### src/design/pfvd_pkg.sv
// Package: shared types and constants for the protobuf field value decoder.
package pfvd_pkg;

	typedef enum logic [5:0] {
		PH_IDLE    = 6'b000001,
		PH_VARINT  = 6'b000010,
		PH_FIX64   = 6'b000100,
		PH_LENVAR  = 6'b001000,
		PH_PAYLOAD = 6'b010000,
		PH_FIX32   = 6'b100000
	} phase_t;

	typedef enum logic [1:0] {
		ST_OK       = 2'd0,
		ST_TRUNC    = 2'd1,
		ST_OVERLONG = 2'd2,
		ST_BADTYPE  = 2'd3
	} status_t;

	localparam logic [2:0] WT_VARINT = 3'd0;
	localparam logic [2:0] WT_FIX64  = 3'd1;
	localparam logic [2:0] WT_LEN    = 3'd2;
	localparam logic [2:0] WT_FIX32  = 3'd5;

	localparam logic       MODE_DATA = 1'b0;
	localparam logic       MODE_EOB  = 1'b1;

	localparam logic [3:0] VARINT_LAST_CNT = 4'd9;
	localparam logic [3:0] FIX64_BYTES     = 4'd8;
	localparam logic [3:0] FIX32_BYTES     = 4'd4;

	typedef struct packed {
		logic        valid;
		status_t     status;
		logic [2:0]  wire_type;
		logic [63:0] value;
	} result_t;

endpackage

### src/design/pfvd_core.sv
// Decoder state and per-word next-state logic for one field value.
module pfvd_core (
	input  logic                  clk,
	input  logic                  arst_n,
	input  logic                  step,
	input  logic                  mode,
	input  logic [7:0]            data_byte,
	input  logic [2:0]            wire_type,
	output pfvd_pkg::result_t     res
);

	pfvd_pkg::phase_t phase_q, phase_d, ph;
	logic [63:0] acc_q, acc_d, acc_base, vacc, facc;
	logic [3:0]  cnt_q, cnt_d, cnt_base, cnt_inc;
	logic [63:0] rem_q, rem_d, rem_dec;
	logic [2:0]  hwt_q, hwt_d;
	logic [5:0]  vshift;
	logic        start_ok;

	always_comb begin
		res      = '0;
		phase_d  = phase_q;
		acc_d    = acc_q;
		cnt_d    = cnt_q;
		rem_d    = rem_q;
		hwt_d    = hwt_q;
		ph       = phase_q;
		acc_base = acc_q;
		cnt_base = cnt_q;
		start_ok = 1'b1;

		if (phase_q == pfvd_pkg::PH_IDLE) begin
			acc_base = '0;
			cnt_base = '0;
			case (wire_type)
				pfvd_pkg::WT_VARINT: ph = pfvd_pkg::PH_VARINT;
				pfvd_pkg::WT_FIX64:  ph = pfvd_pkg::PH_FIX64;
				pfvd_pkg::WT_LEN:    ph = pfvd_pkg::PH_LENVAR;
				pfvd_pkg::WT_FIX32:  ph = pfvd_pkg::PH_FIX32;
				default:             start_ok = 1'b0;
			endcase
		end

		vshift  = 6'(({3'b000, cnt_base} << 3) - {3'b000, cnt_base});
		vacc    = acc_base | ({57'b0, data_byte[6:0]} << vshift);
		facc    = acc_base | ({56'b0, data_byte} << {cnt_base[2:0], 3'b000});
		cnt_inc = cnt_base + 4'd1;
		rem_dec = rem_q - 64'd1;

		if (mode == pfvd_pkg::MODE_EOB) begin
			if (phase_q != pfvd_pkg::PH_IDLE) begin
				res.valid     = 1'b1;
				res.status    = pfvd_pkg::ST_TRUNC;
				res.wire_type = hwt_q;
				phase_d       = pfvd_pkg::PH_IDLE;
			end
		end else if (!start_ok) begin
			res.valid     = 1'b1;
			res.status    = pfvd_pkg::ST_BADTYPE;
			res.wire_type = wire_type;
		end else begin
			if (phase_q == pfvd_pkg::PH_IDLE) begin
				hwt_d = wire_type;
			end
			res.wire_type = hwt_d;
			case (ph)
				pfvd_pkg::PH_VARINT, pfvd_pkg::PH_LENVAR: begin
					if (!data_byte[7]) begin
						if (ph == pfvd_pkg::PH_LENVAR && vacc != 64'd0) begin
							phase_d = pfvd_pkg::PH_PAYLOAD;
							acc_d   = vacc;
							rem_d   = vacc;
						end else begin
							res.valid  = 1'b1;
							res.status = pfvd_pkg::ST_OK;
							res.value  = vacc;
							phase_d    = pfvd_pkg::PH_IDLE;
						end
					end else if (cnt_base == pfvd_pkg::VARINT_LAST_CNT) begin
						res.valid  = 1'b1;
						res.status = pfvd_pkg::ST_OVERLONG;
						phase_d    = pfvd_pkg::PH_IDLE;
					end else begin
						phase_d = ph;
						acc_d   = vacc;
						cnt_d   = cnt_inc;
					end
				end
				pfvd_pkg::PH_FIX64, pfvd_pkg::PH_FIX32: begin
					if (cnt_inc == ((ph == pfvd_pkg::PH_FIX64) ?
							pfvd_pkg::FIX64_BYTES : pfvd_pkg::FIX32_BYTES)) begin
						res.valid  = 1'b1;
						res.status = pfvd_pkg::ST_OK;
						res.value  = facc;
						phase_d    = pfvd_pkg::PH_IDLE;
					end else begin
						phase_d = ph;
						acc_d   = facc;
						cnt_d   = cnt_inc;
					end
				end
				pfvd_pkg::PH_PAYLOAD: begin
					rem_d = rem_dec;
					if (rem_dec == 64'd0) begin
						res.valid  = 1'b1;
						res.status = pfvd_pkg::ST_OK;
						res.value  = acc_q;
						phase_d    = pfvd_pkg::PH_IDLE;
					end
				end
				default: begin
					phase_d = pfvd_pkg::PH_IDLE;
				end
			endcase
		end
	end

	always_ff @(posedge clk or negedge arst_n) begin
		if (!arst_n) begin
			phase_q <= pfvd_pkg::PH_IDLE;
			acc_q   <= '0;
			cnt_q   <= '0;
			rem_q   <= '0;
			hwt_q   <= '0;
		end else if (step) begin
			phase_q <= phase_d;
			acc_q   <= acc_d;
			cnt_q   <= cnt_d;
			rem_q   <= rem_d;
			hwt_q   <= hwt_d;
		end
	end

endmodule

### src/design/protobuf_field_value_decoder_unit.sv
// Top level: protobuf field value decoder with input and result registers.
// A word's result is registered in the result register when the word steps the decoder.
// Throughput: one word per cycle while the input does not stall.
// Input stalls only while a word waiting in the input register owes a result
// and the result register is full and stalled.
// Reset (arst_n low, asynchronous): decoder idle, both registers empty.
module protobuf_field_value_decoder_unit (
	input  logic        clk,
	input  logic        arst_n,
	input  logic        in_valid,
	output logic        in_stall,
	input  logic        mode,
	input  logic [7:0]  data_byte,
	input  logic [2:0]  wire_type,
	output logic        out_valid,
	input  logic        out_stall,
	output logic [1:0]  status,
	output logic [2:0]  field_wire_type,
	output logic [63:0] field_value
);

	logic              valid_s1;
	logic              mode_s1;
	logic [7:0]        byte_s1;
	logic [2:0]        wt_s1;
	logic              step;
	logic              out_free;
	logic              out_valid_q;
	logic [1:0]        status_q;
	logic [2:0]        wt_q;
	logic [63:0]       value_q;
	pfvd_pkg::result_t res;

	assign out_free = !out_valid_q || !out_stall;
	assign step     = valid_s1 && (!res.valid || out_free);
	assign in_stall = valid_s1 && !step;

	pfvd_core u_core (
		.clk       (clk),
		.arst_n    (arst_n),
		.step      (step),
		.mode      (mode_s1),
		.data_byte (byte_s1),
		.wire_type (wt_s1),
		.res       (res)
	);

	always_ff @(posedge clk or negedge arst_n) begin
		if (!arst_n) begin
			valid_s1 <= 1'b0;
		end else if (!in_stall) begin
			valid_s1 <= in_valid;
		end
	end

	always_ff @(posedge clk) begin
		if (!in_stall && in_valid) begin
			mode_s1 <= mode;
			byte_s1 <= data_byte;
			wt_s1   <= wire_type;
		end
	end

	always_ff @(posedge clk or negedge arst_n) begin
		if (!arst_n) begin
			out_valid_q <= 1'b0;
		end else if (out_free) begin
			out_valid_q <= step && res.valid;
		end
	end

	always_ff @(posedge clk) begin
		if (out_free && step && res.valid) begin
			status_q <= res.status;
			wt_q     <= res.wire_type;
			value_q  <= res.value;
		end
	end

	assign out_valid       = out_valid_q;
	assign status          = status_q;
	assign field_wire_type = wt_q;
	assign field_value     = value_q;

endmodule
### config.mk
export PLATFORM = sky130hd
export DESIGN_NAME = protobuf_field_value_decoder_unit
export DESIGN_NICKNAME = d
export VERILOG_FILES = /design/src/design/pfvd_pkg.sv /design/src/design/pfvd_core.sv /design/src/design/protobuf_field_value_decoder_unit.sv
export SDC_FILE = /design/constraint.sdc
export NUM_CORES = 1
export LEC_CHECK = 0
export ABC_AREA = 1
export BUFFER_PORTS_ARGS = -buffer_cell sky130_fd_sc_hd__buf_2
export CAP_MARGIN = 40
export CORE_MARGIN = 4
export CORE_UTILIZATION = 35
export CTS_BUF_LIST = sky130_fd_sc_hd__clkbuf_8 sky130_fd_sc_hd__clkbuf_16
export DETAILED_ROUTE_END_ITERATION = 6
export SLEW_MARGIN = 30
export SYNTH_ARGS = -nofsm -noshare
export SYNTH_HDL_FRONTEND = slang
export SYNTH_HIERARCHICAL = 1
export SYNTH_SLANG_ARGS = --single-unit
### constraint.sdc
create_clock -name clk -period 16.01 [get_ports clk]
set_input_delay 2.4015 -clock clk [delete_from_list [all_inputs] [get_ports clk]]
set_output_delay 2.4015 -clock clk [all_outputs]
set_load 0.03 [all_outputs]
==> results_tabular.tex, run 1 <==
\begin{tabular}{lr}
\hline
Metric & Value \\
\hline
\multicolumn{2}{l}{\textbf{Outcome}} \\
\quad Result of the run & complete, no violations \\
\multicolumn{2}{l}{\textbf{Finish}} \\
\quad Diode insertion count for antenna repair & 0 \\
\quad Utilization after layout & 0.3943 \\
\quad Fraction of final layout cells sized beyond drive strength 1 & 0.07897 \\
\quad Final instance area & 18,470 sq um \\
\quad Final layout net count & 2,634 \\
\quad Area growth from synthesis to final layout & 10.72\% \\
\multicolumn{2}{l}{\textbf{Floorplanning}} \\
\quad Die X & 226.3 microns \\
\quad Number of rows created at floorplan & 79 \\
\quad Number of top-level pins & 87 \\
\quad Y dimension of the die & 226.3 microns \\
\quad Core outline area & 46,850 sq um \\
\quad Die area & 51,230 sq um \\
\quad Initial core utilization & 0.3561 \\
\multicolumn{2}{l}{\textbf{Clocking}} \\
\quad Buffer type at the clock tree root & clkbuf\_16 \\
\quad Number of gates resized after CTS & 0 \\
\quad CTS Sinks & 224 \\
\quad Clock tree from TritonCTS & done \\
\quad Worst-path clk slew & 0.06 ns \\
\quad Number of levels in the clock H-tree & 1 \\
\quad Maximum root-to-sink buffer count & 3 \\
\quad Hold buffer count at cts & 0 \\
\quad Inserted Clock Buffers & 28 \\
\quad Post-CTS Setup Inserts & 0 \\
\quad Insertion delay to the later sink of the worst-skew pair & 0.58 ns \\
\multicolumn{2}{l}{\textbf{STA}} \\
\quad Actual slew at the worst max-slew pin & 0.9457 ns \\
\quad Number of failing hold endpoints at the final stage & 0 \\
\quad Final setup vio count & 0 \\
\quad Post-layout minimum cycle time & 8.344 ns \\
\quad Worst slew slack as a fraction of its limit & 0.3695 \\
\quad Setup skew after layout & 0.02009 ns \\
\quad Setup repair after global routing missed its margin & no \\
\quad Final period util & 0.5212 \\
\quad Slew Limit Fails & 0 \\
\quad Post-Route Hold Slack & 0.4909 ns \\
\quad Highest clock rate & 0.1198 GHz \\
\quad Setup TNS & 0 ns \\
\multicolumn{2}{l}{\textbf{Worst setup path}} \\
\quad Count of cells along the worst register-to-register path & 27 \\
\quad Largest incremental delay on the critical path & 0.53 ns \\
\quad Data required time at the worst endpoint & 13.61 ns \\
\quad Arrival time of the worst setup path & 5.94 ns \\
\quad Classification of the worst setup path & reg2out \\
\quad Startpoint class of the critical path & register \\
\quad Critical-path cell with the highest stage delay & dfstp\_2 \\
\quad Most numerous cell on the critical path & nand2\_1 \\
\quad Element type at the critical path end & output port \\
\quad Critical Path Fanout Max & 39 \\
\multicolumn{2}{l}{\textbf{Logic synthesis}} \\
\quad Mapped Nets & 2,640 \\
\quad Ys async rst share & 0.6384 \\
\quad Library cells used by synthesis & 36 \\
\quad Most used flip-flop cell after synthesis & dfrtp\_1 \\
\quad Post-synth EDFFs & 81 \\
\quad Count of state elements after synthesis & 224 \\
\quad Post-Synthesis Cells & 2,618 \\
\quad Part of the Yosys area used for sequential elements & 0.3604 \\
\quad Post-synth design cell area & 16,680 sq um \\
\quad Warnings, synthesis & 6 \\
\quad Synthesized area per cell & 6.373 sq um \\
\multicolumn{2}{l}{\textbf{Routing}} \\
\quad Pre-Repair DR Iteration Count & 6 \\
\quad Detailed Route Iter0 Violations & 2,464 \\
\quad Wire length after detailed routing & 70,250 microns \\
\quad Vias after detailed routing & 18,221 \\
\quad Antenna violation net count after detailed routing & 0 \\
\quad Number of remaining DRC errors & 0 \\
\quad Routed wire per std cell & 21.67 microns \\
\quad Via-to-Cell Ratio & 5.622 \\
\multicolumn{2}{l}{\textbf{Power}} \\
\quad Share of total power in sequential cells & 0.254 \\
\quad Part of the total power dissipated in combinational logic & 0.492 \\
\quad Switching fraction of total power & 0.4813 \\
\quad Cell Int Power & 1.403 mW \\
\quad Worst vdd rail ir drop & 0.07874 mV \\
\quad Total power density per cell area & 146.4 nW/um\^{}2 \\
\quad Clock share of power & 0.255 \\
\quad Final Power & 2.705 mW \\
\quad P\_leak & 9.079 nW \\
\quad Net switching power & 1.302 mW \\
\multicolumn{2}{l}{\textbf{Global route}} \\
\quad Remaining Overflow, GRT & 0 \\
\quad Total global routing track utilization & 0.2698 \\
\quad Vias in the first global route & 17,325 \\
\quad Global-route wire length before repair & 107,100 microns \\
\quad Largest net degree at the start of global routing & 90 \\
\quad Number of antenna violations at the first check in global routing & 5 \\
\multicolumn{2}{l}{\textbf{Placed design}} \\
\quad DP Area & 17,400 sq um \\
\quad Count of buffers inserted at the top-level ports & 86 \\
\quad Placer Congestion & 1.038 \\
\quad Final HPWL DP & 49,320 microns \\
\multicolumn{2}{l}{\textbf{Min path}} \\
\quad Hold-critical path depth & 2 \\
\quad Classification of the worst-slack hold path & reg2reg \\
\multicolumn{2}{l}{\textbf{Job}} \\
\quad Number of max-capacitance violations reported & 0 \\
\hline
\end{tabular}
==> routing by layer <==
layer	vias up	global-route usage	routed length, microns	share of wire
met5	-	0	13	0.00019
met4	2	0.1025	3193	0.045
met3	167	0.04842	6583	0.094
met2	976	0.4198	31170	0.44
met1	8553	0.3759	29290	0.42
li1	8523	-	-	-
==> path summary, 6_finish.rpt <==
path / startpoint / to / slack (ns)
max: u_core/phase_q[0] / in_stall / 7.67
max in group asynchronous: arst_n / u_core/acc_q[53] / 12.68
max reg2reg: u_core/phase_q[0] / u_core/rem_q[32] / 8.92
min: u_core/hwt_q[2] / u_core/hwt_q[2] / 0.49
min reg2reg: u_core/hwt_q[2] / u_core/hwt_q[2] / 0.49
min in group asynchronous: arst_n / u_core/rem_q[10] / 1.74
==> registers in the layout (all words and copies together), names as in the netlist <==
| signal | count |
|---|---|
| field_value | 64 |
| u_core/acc_q | 64 |
| u_core/rem_q | 64 |
| byte_s1 | 8 |
| u_core/phase_q | 6 |
| u_core/cnt_q | 4 |
| field_wire_type | 3 |
| u_core/hwt_q | 3 |
| wt_s1 | 3 |
| status | 2 |
| mode_s1 | 1 |
| out_valid | 1 |
| valid_s1 | 1 |
==> layout make-up <==
type                    count  area, sq um
fillers                  5142        28380
multi-input cells        2027         9143
flip-flops and latches    224         6012
inverters                 216        813.3
clock buffers              34        805.8
well taps                 607        759.5
repair buffers            115        739.5
clock inverters            18        200.2
==> logic make-up after synthesis <==
family                   count (synthesis)  share of synthesized area
AO/OA/AOI/OAI                          269                    0.08205
adder cells (fa/ha/maj)                  6                   0.004500
multiplexers                             1                  0.0006749
buffers and inverters                  367                    0.09412
flip-flops                             224                     0.3604
XOR/XNOR                                47                    0.02467
AND/OR/NAND/NOR                       1704                     0.4336
==> cells in the mapped netlist (2+ instances only) <==
master    instances  area, sq um
xor2_1           29        254.0
dfrtp_1         142         3553
ha_1              6        75.07
nand2_4           3        33.78
clkbuf_1         72        270.3
xnor2_1          18        157.7
o31ai_1           2        15.01
nor2_2            3        18.77
clkinv_1          3        11.26
buf_2            43        215.2
nand3_2           3        30.03
nor3_1            8        40.04
inv_2            11        41.29
nand4_1         100        625.6
nor4_1            6        37.54
a21oi_1          68        340.3
nand2_1         895         3359
nor2_1          311         1167
nand3_1         352         1762
edfxtp_1         81         2432
buf_6            15        168.9
nand3b_1          9        67.56
o21ai_0         170        850.8
a31oi_1           7        43.79
o21ai_1          20        100.1
buf_1            14        52.55
inv_1           202        758.2
buf_4             7        52.55
nand2_2          11        68.82
==> cell usage in the layout (no fill, tap or decap), drive strengths merged <==
cell	n
nand4	100
a31oi	7
edfxtp	81
clkbuf	34
o21ai	190
xor2	29
nor2b	1
inv	215
o22ai	1
nor3	9
a21oi	68
nor3b	1
o31ai	3
nor4	6
nand3	355
bufinv	4
nand3b	9
clkinvlp	2
nor2	314
dfrtp	142
dfstp	1
mux2	1
xnor2	18
ha	6
nand2	909
clkinv	13
buf	115
==> metrics by stage <==
stage | setup slack (ns) | std cells
global placement | 8.418 | 3181
detailed placement | 8.393 | 3186
CTS | 7.753 | 3238
global route | 7.205 | 3241
finish | 7.666 | 3241
floorplan | 9.682 | 2618
==> power groups by stage <==
stage	Clock, mW	Combinational, mW	Sequential [mW]
3_3_place_gp	0	1.29	0.695
5_1_grt	0.730	1.45	0.692
2_1_floorplan	0	0.862	0.717
6_report	0.689	1.33	0.686
3_5_place_dp	0	1.29	0.696
4_1_cts	0.709	1.30	0.686
==> critical path, delay by kind of cell, from the launching register on <==
family / cells / cell delay, ns
simple gates: 23 / 3.36
flops: 1 / 0.53
fa+ha+maj: 1 / 0.36
buf+inv: 5 / 1.08
Note: power is estimated with default switching activity, not from simulation.
==> run 2: changes to the inputs <==
==> constraint.sdc (replaced) <==
create_clock -name clk -period 7.84 [get_ports clk]
set_input_delay 1.176 -clock clk [delete_from_list [all_inputs] [get_ports clk]]
set_output_delay 1.176 -clock clk [all_outputs]
set_load 0.03 [all_outputs]
==> run 2 against run 1 <==
Compared with the run above: sequential cell count did not move; count of clock-buffer cells in the layout fell by 3; register-to-register slack got worse by 7.5 ns; combinational power rose by 110%; largest cell class unchanged; non-clock buffer count rose by 12.
==> results_tabular.tex, run 2 (synthesis gave the netlist of run 1 again) <==
\begin{tabular}{lr}
\hline
Metric & Value \\
\hline
\multicolumn{2}{l}{\textbf{Power}} \\
\quad P\_leak & 9.112 nW (+0.36\%) \\
\quad Total power density per cell area & 297.3 nW/um\^{}2 (+100\%) \\
\quad Worst vdd rail ir drop & 0.1580 mV (+100\%) \\
\quad Final Power & 5.507 mW (+100\%) \\
\multicolumn{2}{l}{\textbf{Clocking}} \\
\quad Hold buffer count at cts & 0 (unchanged) \\
\quad Post-CTS Setup Inserts & 0 (unchanged) \\
\quad Maximum root-to-sink buffer count & 3 (unchanged) \\
\quad Worst-path clk slew & 0.06 ns (about the same) \\
\quad Number of gates resized after CTS & 0 (unchanged) \\
\quad Inserted Clock Buffers & 29 (+3.6\%) \\
\quad CTS Sinks & 224 (unchanged) \\
\quad Clock tree from TritonCTS & done \\
\quad Insertion delay to the later sink of the worst-skew pair & 0.60 ns (+0.02 ns) \\
\quad Buffer type at the clock tree root & clkbuf\_16 \\
\quad Number of levels in the clock H-tree & 1 (unchanged) \\
\multicolumn{2}{l}{\textbf{STA}} \\
\quad Setup skew after layout & 0.04171 ns (+0.02162 ns) \\
\quad Final period util & 0.8811 \\
\quad Final setup vio count & 0 (unchanged) \\
\quad Post-layout minimum cycle time & 6.908 ns \\
\quad Actual slew at the worst max-slew pin & 0.8706 ns (-0.07510 ns) \\
\quad Highest clock rate & 0.1448 GHz \\
\quad Slew Limit Fails & 0 (unchanged) \\
\quad Setup TNS & 0 ns (unchanged) \\
\quad Post-Route Hold Slack & 0.4784 ns (-0.01251 ns) \\
\quad Setup repair after global routing missed its margin & no \\
\quad Number of failing hold endpoints at the final stage & 0 (unchanged) \\
\quad Worst slew slack as a fraction of its limit & 0.4196 (+0.05007) \\
\multicolumn{2}{l}{\textbf{Floorplanning}} \\
\quad Initial core utilization & 0.3561 (unchanged) \\
\quad Y dimension of the die & 226.3 microns (unchanged) \\
\quad Number of rows created at floorplan & 79 (unchanged) \\
\quad Core outline area & 46,850 sq um (unchanged) \\
\quad Die X & 226.3 microns (unchanged) \\
\quad Die area & 51,230 sq um (unchanged) \\
\quad Number of top-level pins & 87 (unchanged) \\
\multicolumn{2}{l}{\textbf{Routing}} \\
\quad Via-to-Cell Ratio & 5.590 (-0.56\%) \\
\quad Detailed Route Iter0 Violations & 2,324 (-5.7\%) \\
\quad Number of remaining DRC errors & 0 (unchanged) \\
\quad Routed wire per std cell & 21.45 microns (-1.1\%) \\
\quad Vias after detailed routing & 18,197 (-0.13\%) \\
\quad Antenna violation net count after detailed routing & 0 (unchanged) \\
\quad Pre-Repair DR Iteration Count & 6 (unchanged) \\
\quad Wire length after detailed routing & 69,810 microns (-0.62\%) \\
\multicolumn{2}{l}{\textbf{Worst setup path}} \\
\quad Data required time at the worst endpoint & 6.66 ns (-6.95 ns) \\
\quad Element type at the critical path end & output port \\
\quad Most numerous cell on the critical path & nand2\_1 \\
\quad Arrival time of the worst setup path & 5.73 ns (-0.21 ns) \\
\quad Count of cells along the worst register-to-register path & 34 (+26\%) \\
\quad Critical path's top delay family & simple AND/OR/NAND/NOR gates \\
\quad Sum of buffers and inverters on the critical path & 4 (-1) \\
\quad Largest incremental delay on the critical path & 0.57 ns (+0.04 ns) \\
\quad Critical-path cell with the highest stage delay & inv\_2 \\
\quad Classification of the worst setup path & reg2out \\
\quad Startpoint class of the critical path & register \\
\quad Count of cell instances traversed by the critical path & 28 (-3.4\%) \\
\quad Critical Path Fanout Max & 31 (-21\%) \\
\multicolumn{2}{l}{\textbf{Global route}} \\
\quad Global-route wire length before repair & 106,500 microns (-0.57\%) \\
\quad Total global routing track utilization & 0.2678 (-0.001995) \\
\quad Vias in the first global route & 17,178 (-0.85\%) \\
\quad Number of antenna violations at the first check in global routing & 3 (-2) \\
\quad Largest net degree at the start of global routing & 82 (-8.9\%) \\
\quad Remaining Overflow, GRT & 0 (unchanged) \\
\multicolumn{2}{l}{\textbf{Min path}} \\
\quad Hold-critical path depth & 2 (unchanged) \\
\quad Classification of the worst-slack hold path & reg2reg \\
\multicolumn{2}{l}{\textbf{Placed design}} \\
\quad Count of buffers inserted at the top-level ports & 86 (unchanged) \\
\quad Placer Congestion & 1.019 (-1.8\%) \\
\quad Final HPWL DP & 48,720 microns (-1.2\%) \\
\multicolumn{2}{l}{\textbf{Finish}} \\
\quad Commonest cells after routing, fill and taps aside & nand2\_1, nand3\_1, nor2\_1 \\
\quad Fraction of final layout cells sized beyond drive strength 1 & 0.08384 (+0.004870) \\
\quad Most common cell after layout, fill and taps aside & nand2\_1 \\
\quad Diode insertion count for antenna repair & 0 (unchanged) \\
\quad Final layout net count & 2,647 (+0.49\%) \\
\quad Area growth from synthesis to final layout & 11.05\% \\
\multicolumn{2}{l}{\textbf{Job}} \\
\quad Number of max-capacitance violations reported & 0 (unchanged) \\
\multicolumn{2}{l}{\textbf{Outcome}} \\
\quad Result of the run & complete, no violations \\
\hline
\end{tabular}
==> run 2: cell count changes in the layout (fill, tap and decap cells not counted), moves of 2 or more <==
cell        delta
clkinvlp_4     +4
buf_12         +2
buf_4         +12
inv_6          +3
clkinv_4       -2
buf_6          -2
clkbuf_8       -2
==> run 2: through the flow <==
step           area [sq um]  cells    util  setup slack (ns)
2_1_floorplan         16680   2618       -             2.428
3_3_place_gp          17450   3195  0.3724             1.684
3_5_place_dp          17470   3197  0.3730             1.604
4_1_cts               18440   3251  0.3936             1.026
5_1_grt               18530   3255  0.3954            0.5300
6_report              18530   3255  0.3954            0.9320
==> run 2: cell type report <==
| class | instances | area (sq um) |
|---|---|---|
| fillers | 5071 | 28320 |
| multi-input cells | 2027 | 9145 |
| flip-flops and latches | 224 | 6012 |
| repair buffers | 127 | 834.6 |
| inverters | 216 | 810.8 |
| well taps | 607 | 759.5 |
| clock buffers | 31 | 753.2 |
| clock inverters | 23 | 212.7 |
==> run 2: routing by layer <==
| layer | track usage | routed length, microns | vias up |
|---|---|---|---|
| met2 | 0.4147 | 30850 | 942 |
| met3 | 0.04622 | 6132 | 186 |
| li1 | - | - | 8544 |
| met1 | 0.3675 | 28900 | 8521 |
| met5 | 0 | 29 | - |
| met4 | 0.1223 | 3896 | 4 |
==> run 2: final timing paths <==
check,from,to,slack (ns)
worst max register to register,u_core/phase_q[0],u_core/acc_q[53],1.42
worst max-delay path,u_core/phase_q[0],in_stall,0.93
worst min-delay path,u_core/hwt_q[0],u_core/hwt_q[0],0.48
min in group asynchronous,arst_n,u_core/acc_q[10],0.53
max in group asynchronous,arst_n,u_core/rem_q[32],6.16
worst min register to register,u_core/hwt_q[0],u_core/hwt_q[0],0.48
==> run 2: worst register-to-register path, delay by kind of cell (launching register included) <==
kind | cells | cell delay, ns
AND/OR/NAND/NOR | 27 | 3.75
buffers and inverters | 5 | 1.37
flip-flops | 1 | 0.53
AO/OA/AOI/OAI | 1 | 0.40
adder cells (fa/ha/maj) | 1 | 0.30
==> run 2: power by group <==
part           total [mW]  switching (mW)  internal [mW]
sequential           1.40          0.0808           1.32
clock                1.36           0.567          0.795
combinational        2.74            2.05          0.695
==> run 3: changes to the inputs <==
--- a/config.mk
+++ b/config.mk
@@ -12,6 +12,7 @@
 export CORE_UTILIZATION = 35
 export CTS_BUF_LIST = sky130_fd_sc_hd__clkbuf_8 sky130_fd_sc_hd__clkbuf_16
 export DETAILED_ROUTE_END_ITERATION = 6
+export RECOVER_POWER = 100
 export SLEW_MARGIN = 30
 export SYNTH_ARGS = -nofsm -noshare
 export SYNTH_HDL_FRONTEND = slang
==> run 3 against run 2 <==
Compared with the run above: the run now ends with max-capacitance violations, max-slew violations left; die area did not move; core utilization shrank 0.43 points; register-to-register slack lost 0.70 ns; cell area fell by 1.1%; cell count stayed put; critical path depth is 1 lower; sequential power barely moved; sequential cell count stayed put; worst setup slack worse by 0.22 ns; largest cell class unchanged; highest routed layer unchanged.
==> results_tabular.tex, run 3 (synthesis gave the netlist of run 1 again) <==
\begin{tabular}{lr}
\hline
Metric & Value \\
\hline
\multicolumn{2}{l}{\textbf{Floorplanning}} \\
\quad Initial core utilization & 0.3561 (unchanged) \\
\quad Core outline area & 46,850 sq um (unchanged) \\
\quad Die X & 226.3 microns (unchanged) \\
\quad Y dimension of the die & 226.3 microns (unchanged) \\
\quad Number of top-level pins & 87 (unchanged) \\
\quad Number of rows created at floorplan & 79 (unchanged) \\
\quad Die area & 51,230 sq um (unchanged) \\
\multicolumn{2}{l}{\textbf{Routing}} \\
\quad Vias after detailed routing & 18,293 (+0.53\%) \\
\quad Number of remaining DRC errors & 0 (unchanged) \\
\quad Routed wire per std cell & 21.53 microns (+0.39\%) \\
\quad Antenna violation net count after detailed routing & 0 (unchanged) \\
\quad Detailed Route Iter0 Violations & 2,188 (-5.9\%) \\
\quad Pre-Repair DR Iteration Count & 6 (unchanged) \\
\quad Via-to-Cell Ratio & 5.620 (+0.53\%) \\
\quad Wire length after detailed routing & 70,080 microns (+0.39\%) \\
\multicolumn{2}{l}{\textbf{Finish}} \\
\quad Final layout net count & 2,647 (unchanged) \\
\quad Area growth from synthesis to final layout & 9.847\% \\
\quad Most common cell after layout, fill and taps aside & nand2\_1 \\
\quad Diode insertion count for antenna repair & 0 (unchanged) \\
\quad Commonest cells after routing, fill and taps aside & nand2\_1, nand3\_1, nor2\_1 \\
\quad Fraction of final layout cells sized beyond drive strength 1 & 0.05098 (-0.03285) \\
\quad Utilization after layout & 0.3912 (-0.004299) \\
\quad Number of fillers in the final layout & 5,119 (+0.95\%) \\
\multicolumn{2}{l}{\textbf{Global route}} \\
\quad Met2 usage & 0.4147 (unchanged) \\
\quad Total global routing track utilization & 0.2678 (unchanged) \\
\quad Met3 Resource Use GR & 0.04622 (unchanged) \\
\quad Largest net degree at the start of global routing & 82 (unchanged) \\
\quad Global-route wire length before repair & 106,500 microns (unchanged) \\
\quad Remaining Overflow, GRT & 0 (unchanged) \\
\quad Number of antenna violations at the first check in global routing & 3 (unchanged) \\
\quad Highest-utilization routing layer at the global route stage & met2 \\
\quad Vias in the first global route & 17,178 (unchanged) \\
\quad Met1 GRT Util & 0.3675 (unchanged) \\
\multicolumn{2}{l}{\textbf{Clocking}} \\
\quad Hold buffer count at cts & 0 (unchanged) \\
\quad Post-CTS Setup Inserts & 0 (unchanged) \\
\quad Number of levels in the clock H-tree & 1 (unchanged) \\
\quad Clock tree from TritonCTS & done \\
\quad CTS Sinks & 224 (unchanged) \\
\quad Maximum root-to-sink buffer count & 3 (unchanged) \\
\quad Buffer type at the clock tree root & clkbuf\_16 \\
\quad Inserted Clock Buffers & 29 (unchanged) \\
\quad Number of gates resized after CTS & 0 (unchanged) \\
\quad Insertion delay to the later sink of the worst-skew pair & 0.60 ns (about the same) \\
\quad Worst-path clk slew & 0.06 ns (about the same) \\
\multicolumn{2}{l}{\textbf{STA}} \\
\quad Actual slew at the worst max-slew pin & 2.878 ns (+2.008 ns) \\
\quad Highest clock rate & 0.1404 GHz (-3.0\%) \\
\quad Slew Limit Fails & 265 (+265) \\
\quad Setup TNS & 0 ns (unchanged) \\
\quad Post-layout minimum cycle time & 7.124 ns (+0.2164 ns) \\
\quad Setup repair after global routing missed its margin & no \\
\quad Final setup vio count & 0 (unchanged) \\
\quad Final period util & 0.9087 (+0.02760) \\
\quad Worst slew slack as a fraction of its limit & -0.9189 (-1.338) \\
\quad Fin worst setup slack & 0.7157 ns (-0.2164 ns) \\
\quad Setup skew after layout & 0.04177 ns (+0.00006450 ns) \\
\quad Number of failing hold endpoints at the final stage & 0 (unchanged) \\
\multicolumn{2}{l}{\textbf{Job}} \\
\quad Number of max-capacitance violations reported & 6 (+6) \\
\multicolumn{2}{l}{\textbf{Outcome}} \\
\quad Violated checks & max-capacitance violations, max-slew violations \\
\quad Result of the run & finished, violations left \\
\multicolumn{2}{l}{\textbf{Power}} \\
\quad Worst vdd rail ir drop & 0.1580 mV (about the same) \\
\quad P\_leak & 8.844 nW (-2.9\%) \\
\quad Total power density per cell area & 300.5 nW/um\^{}2 (+1.1\%) \\
\multicolumn{2}{l}{\textbf{Worst setup path}} \\
\quad Data required time at the worst endpoint & 8.34 ns (+1.68 ns) \\
\quad Count of cells along the worst register-to-register path & 27 (-21\%) \\
\quad Element type at the critical path end & register \\
\quad Critical Path Fanout Max & 64 (+110\%) \\
\quad Arrival time of the worst setup path & 7.62 ns (+1.89 ns) \\
\quad Classification of the worst setup path & reg2reg \\
\quad Startpoint class of the critical path & register \\
\multicolumn{2}{l}{\textbf{Min path}} \\
\quad Hold-critical path depth & 2 (unchanged) \\
\quad Classification of the worst-slack hold path & reg2reg \\
\multicolumn{2}{l}{\textbf{Placed design}} \\
\quad Placer Congestion & 1.019 (unchanged) \\
\quad Count of buffers inserted at the top-level ports & 86 (unchanged) \\
\quad Final HPWL DP & 48,720 microns (unchanged) \\
\quad Setup WS pre-CTS & 1.604 ns (unchanged) \\
\hline
\end{tabular}
[run 3: cell types whose count changed in the layout (fill, tap and decap cells not counted), sizes merged]
cell and delta:
buf -83, clkbuf +83
[run 3: layout make-up]
cell class | instances | area (sq um) | share of cell area
Multi-Input combinational cell | 2027 | 9116 | 0.4974
Sequential cell | 224 | 6012 | 0.3281
Inverter | 216 | 810.8 | 0.04424
Tap cell | 607 | 759.5 | 0.04144
Clock buffer | 31 | 753.2 | 0.04110
Timing Repair Buffer | 127 | 661.9 | 0.03612
Clock inverter | 23 | 212.7 | 0.01161
[run 3: metrics by stage]
step	area (sq um)	total power, mW	instances	hold slack (ns)
global route	18330	5.847	3255	0.5081
floorplan	16680	3.226	2618	0.4419
CTS	18440	5.485	3251	0.4844
detailed placement	17470	4.084	3197	0.4701
finish	18330	5.507	3255	0.4789
global placement	17450	4.088	3195	0.4576
[run 3: routing by layer]
layer	vias up	part of all wire
met3	186	0.088
li1	8538	-
met4	4	0.055
met5	-	0.00041
met2	974	0.44
met1	8591	0.41
[run 3: power breakdown]
group	internal, mW	switching [mW]	leakage [nW]	total (mW)
combinational	0.680	2.06	5.62	2.74
sequential	1.32	0.0821	2.75	1.41
clock	0.795	0.568	0.472	1.36
[run 3: final timing paths]
path                                         end               from  slack [ns]
worst min register to register   u_core/hwt_q[0]    u_core/hwt_q[0]        0.48
min in group asynchronous       u_core/acc_q[10]             arst_n        1.49
worst min-delay path             u_core/hwt_q[0]    u_core/hwt_q[0]        0.48
worst max register to register  u_core/rem_q[43]  u_core/phase_q[5]        0.72
max in group asynchronous       u_core/rem_q[59]             arst_n        2.40
worst max-delay path            u_core/rem_q[43]  u_core/phase_q[5]        0.72
[run 3: critical path, cell delays in order, from the launching register on]
cell and delay (ns):
dfrtp_1 0.40, nor2_1 0.07, nand3_1 0.15, buf_4 0.39
nand2_1 0.20, ha_1 0.37, nand3_1 0.12, nand2_1 0.06
nand2_1 0.06, nand2_2 0.38, inv_2 0.57, o21ai_0 0.40
nand3_1 0.17, nand2_1 0.18, nor2_1 0.15, nand2_1 0.06
nor2_1 0.08, nand2_1 0.11, nor2_1 0.31, nand2_1 0.15
nand2_1 0.10, clkbuf_2 1.18, nand2_4 -0.01, buf_4 0.32
nand2_4 0.09, clkbuf_4 0.61, nand2_1 0.13, nand2_1 0.09
